**src/rtl/core/assert_macros.svh**
```systemverilog
// Assertion helpers; they sample on clk and are off while rst_n is low.
`ifndef ASSERT_MACROS_SVH
`define ASSERT_MACROS_SVH

// same-cycle implication
`define ASSERT_NOW(label, ante, cons, msg) \
  label: assert property (@(posedge clk) disable iff (!rst_n) (ante) |-> (cons)) \
    else $error(msg);

// next-cycle implication
`define ASSERT_NEXT(label, ante, cons, msg) \
  label: assert property (@(posedge clk) disable iff (!rst_n) (ante) |=> (cons)) \
    else $error(msg);

`endif

```
**src/rtl/core/ssm_ram.sv**
```systemverilog
`default_nettype none
module ssm_ram #(
  parameter int WIDTH = 16,
  parameter int DEPTH = 257
) (
  input  wire logic                     clk,
  input  wire logic                     we,
  input  wire logic [$clog2(DEPTH)-1:0] waddr,
  input  wire logic [WIDTH-1:0]         wdata,
  input  wire logic                     re,
  input  wire logic [$clog2(DEPTH)-1:0] raddr,
  output      logic [WIDTH-1:0]         rdata
);
  logic [WIDTH-1:0] mem_r [DEPTH];

  always_ff @(posedge clk) begin
    if (we) begin
      mem_r[waddr] <= wdata;
    end
    if (re) begin
      rdata <= mem_r[raddr];
    end
  end
endmodule
`default_nettype wire

```
**config.mk**
```make
export PLATFORM = sky130hd
export DESIGN_NAME = ssm_ram
export DESIGN_NICKNAME = d
export VERILOG_FILES = /design/src/rtl/core/assert_macros.svh /design/src/rtl/core/ssm_ram.sv
export SDC_FILE = /design/constraint.sdc
export NUM_CORES = 2
export LEC_CHECK = 0
export ABC_AREA = 1
export BUFFER_PORTS_ARGS = -buffer_cell sky130_fd_sc_hd__buf_2
export CORE_AREA = 2 2 612 614
export DETAILED_ROUTE_END_ITERATION = 7
export DIE_AREA = 0 0 614 616
export SLEW_MARGIN = 25
export SYNTH_ARGS = -nofsm -noshare
export SYNTH_HDL_FRONTEND = slang
export SYNTH_MEMORY_MAX_BITS = 65536
export SYNTH_SLANG_ARGS = --single-unit
```
**constraint.sdc**
```tcl
create_clock -name clk -period 4.6 [get_ports clk]
set_input_delay 0.23 -clock clk [delete_from_list [all_inputs] [get_ports clk]]
set_output_delay 0.23 -clock clk [all_outputs]
set_load 0.01 [all_outputs]
```
==> out/qor.txt <==
outcome: completed
commonest cells in the netlist: 4,170 x nand2_1, 4,128 x edfxtp_1, 4,084 x nand3_1
initial antenna violation count: 20
Worst Skew: 0.0318 ns
final hold vios: 0
Total GRT Usage: 25.5%
CTS buffer count: 426
Final Power: 0.0806 W
GRT overflow: 0
Post-Route WL: 491 mm
Synth top area share: 74.5%
worst-case clock buffer depth: 4
yosys warns: 0
via count: 109k
setup ws final: 1.43 ns
largest net degree at the start of global routing: 173
CP max FO: 172
sum of negative setup slack: 0 ns
synthesized area per cell: 12.2 µm²
Setup WS pre-CTS: 1.00 ns
IO buf count: 52
Cell variety after synth: 14
post_cts resized: 0
Fmax achieved: 316 MHz
cell with the most instances after synthesis: nand2_1
XOR/XNOR Fraction of Synth Area: 0%
RSZ-0062 raised after global routing: false
Seq/Total Area, Yosys: 74.5%
R2R setup slack: 1.63 ns
Syn Nets: 13.7k
First-pass DRT Iterations: 8
Initial Util: 44.8%
Synth area leaders: edfxtp_1 74%, nand3_1 12%, nand2_1 9.4%
WL met3: 44.8 mm
Routed wire per std cell: 25.8 µm
CP required: 5.43 ns
fin. max-slew vios: 0
initial drt markers: 14.0k
post-route ant nets: 0
CTS tree: yes
vias per cell: 5.73
M1 WL: 199 mm
FFs w/ async S/R, synth: 0%
CTS HTree Levels: 5
crit path kind: in -> reg
HPWL reported at the end of detailed placement: 273 mm
Period minus WS final: 3.17 ns
Peak VDD IR: 298 µV
DR DRC count: 0
dominant cell type by area after synthesis: edfxtp_1
predominant post-synthesis flop cell: edfxtp_1
Worst Tran Pin Value: 1.12 ns
Syn Inst Count: 13.6k
Synth Cell Area: 166,000 µm²
final setup fails: 0
WL met2: 224 mm
first-pass GRT wire length: 712 mm
chip width: 614 µm
Routability Congestion: 0.904
num rows: 224
CP startpoint kind: input port
nets@finish: 13.8k
clk sinks: 4,128
insertion delay to the later sink of the worst-skew pair: 0.99 ns
root buf cell: clkbuf_16
critical path arrival: 4.00 ns
Vert. Die Dim: 616 µm
synthesized flop and latch total: 4,128
post-layout util: 50.5%
compound-gate portion of the synthesized area: 0%
Max-slew headroom: 25.1%
Hold WC Path Type: in -> reg
largest family of logic cells by synthesized area: simple AND/OR/NAND/NOR gates
adder-cell share of the synthesized area: 0%
pwr dens: 430 nW/µm²
share of post-route cells with drive strength above 1: 8.61%
uppermost routed layer: met5
number of global-route vias before repair: 101k
Core Area: 371,000 µm²
Worst Hold Margin: 0.0904 ns
Synth Area in Simple Gates: 22.3%
Leak Pwr: 65.3 nW
period utilisation layout: 68.9%
die area: 378,000 µm²
Filler cells: 31.7k
multiplexer area fraction after synthesis: 0%
crit end category: flop
io pins: 53
number of synthesized flops with an enable pin: 4,128
area grow syn2layout: 12.6%
Worst-path clk slew: 0.06 ns
max cap viols: 0
==> what timing repair did <==
action	in CTS	in global routing
endpoints found under the setup margin	0	0
hold endpoints to repair	1495	0
hold buffers	23	0
buffers inserted	0	0
==> power by group <==
| group | leakage [nW] | switching [W] | internal [W] |
|---|---|---|---|
| sequential | 37.1 | 0.0000519 | 0.0414 |
| combinational | 21.5 | 0.00370 | 0.00115 |
| clock | 6.73 | 0.0145 | 0.0198 |
| total | 65.3 | 0.0182 | 0.0624 |
==> cell families (layout without fill, tap and decap cells) <==
logic type	Yosys count	after routing
simple gates	8517	8517
flops	4128	4128
buf+inv	972	1435
other cells	0	12
==> worst max-delay path, cell delays in order <==
cell	delay (ns)
buf_12	0.34
buf_12	0.28
buf_12	0.41
nand2_1	0.10
nand3_1	0.12
nand3_1	0.10
nand3_1	0.14
nand3_1	0.31
nand3_1	0.23
nand3_1	0.30
nand3_1	0.25
nand3_1	0.09
nand2_1	0.08
dlygate4sd3_1	0.54
==> through the flow <==
step	instance area (µm²)	cells
after floorplan	166000	13600
after global placement	173000	18200
after detailed placement	173000	18200
after CTS	187000	19100
after global routing	187000	19100
final	187000	19100
==> registers in the layout, summed over array words and instances, names as in the netlist <==
signal,count
rdata,16
mem_r,4112
==> routing by layer <==
layer	up-vias	track usage, %
li1	48900	-
met1	54100	36.0
met2	5282	39.2
met3	871	4.50
met4	4	10.2
met5	-	0
==> area by class of cell <==
type / count / area [µm²] / area share [%]
tap: 4972 / 6220 / 3.32
antenna: 12 / 30.0 / 0.0160
multi-input combinational: 8517 / 37100 / 19.8
sequential: 4128 / 124000 / 66.2
clock inverter: 253 / 2460 / 1.31
clock buffer: 529 / 11300 / 6.01
timing repair buffer: 619 / 6120 / 3.27
inverter: 34 / 181 / 0.0968
==> placed cells by master (no fill, tap or decap) <==
| cell | n |
|---|---|
| buf_12 | 106 |
| buf_16 | 1 |
| buf_2 | 30 |
| buf_4 | 439 |
| buf_6 | 1 |
| buf_8 | 19 |
| bufinv_16 | 45 |
| clkbuf_1 | 93 |
| clkbuf_16 | 436 |
| clkinv_1 | 100 |
| clkinv_16 | 1 |
| clkinv_2 | 85 |
| clkinv_4 | 1 |
| clkinv_8 | 6 |
| clkinvlp_4 | 5 |
| diode_2 | 12 |
| dlygate4sd3_1 | 23 |
| edfxtp_1 | 4128 |
| inv_1 | 27 |
| inv_16 | 6 |
| inv_2 | 1 |
| inv_6 | 8 |
| inv_8 | 2 |
| nand2_1 | 4154 |
| nand2_2 | 16 |
| nand3_1 | 4084 |
| nor2_1 | 257 |
| nor2_2 | 4 |
| nor3_1 | 2 |
==> final timing paths <==
kind,to,start,cells past startpoint
setup / recovery,rdata[4],raddr[0],14
hold reg to reg,rdata[14],mem_r[256][14],2
setup reg to reg,rdata[4],mem_r[7][4],11
hold / removal,mem_r[190][13],waddr[0],4
(Power assumes the default switching activity.)
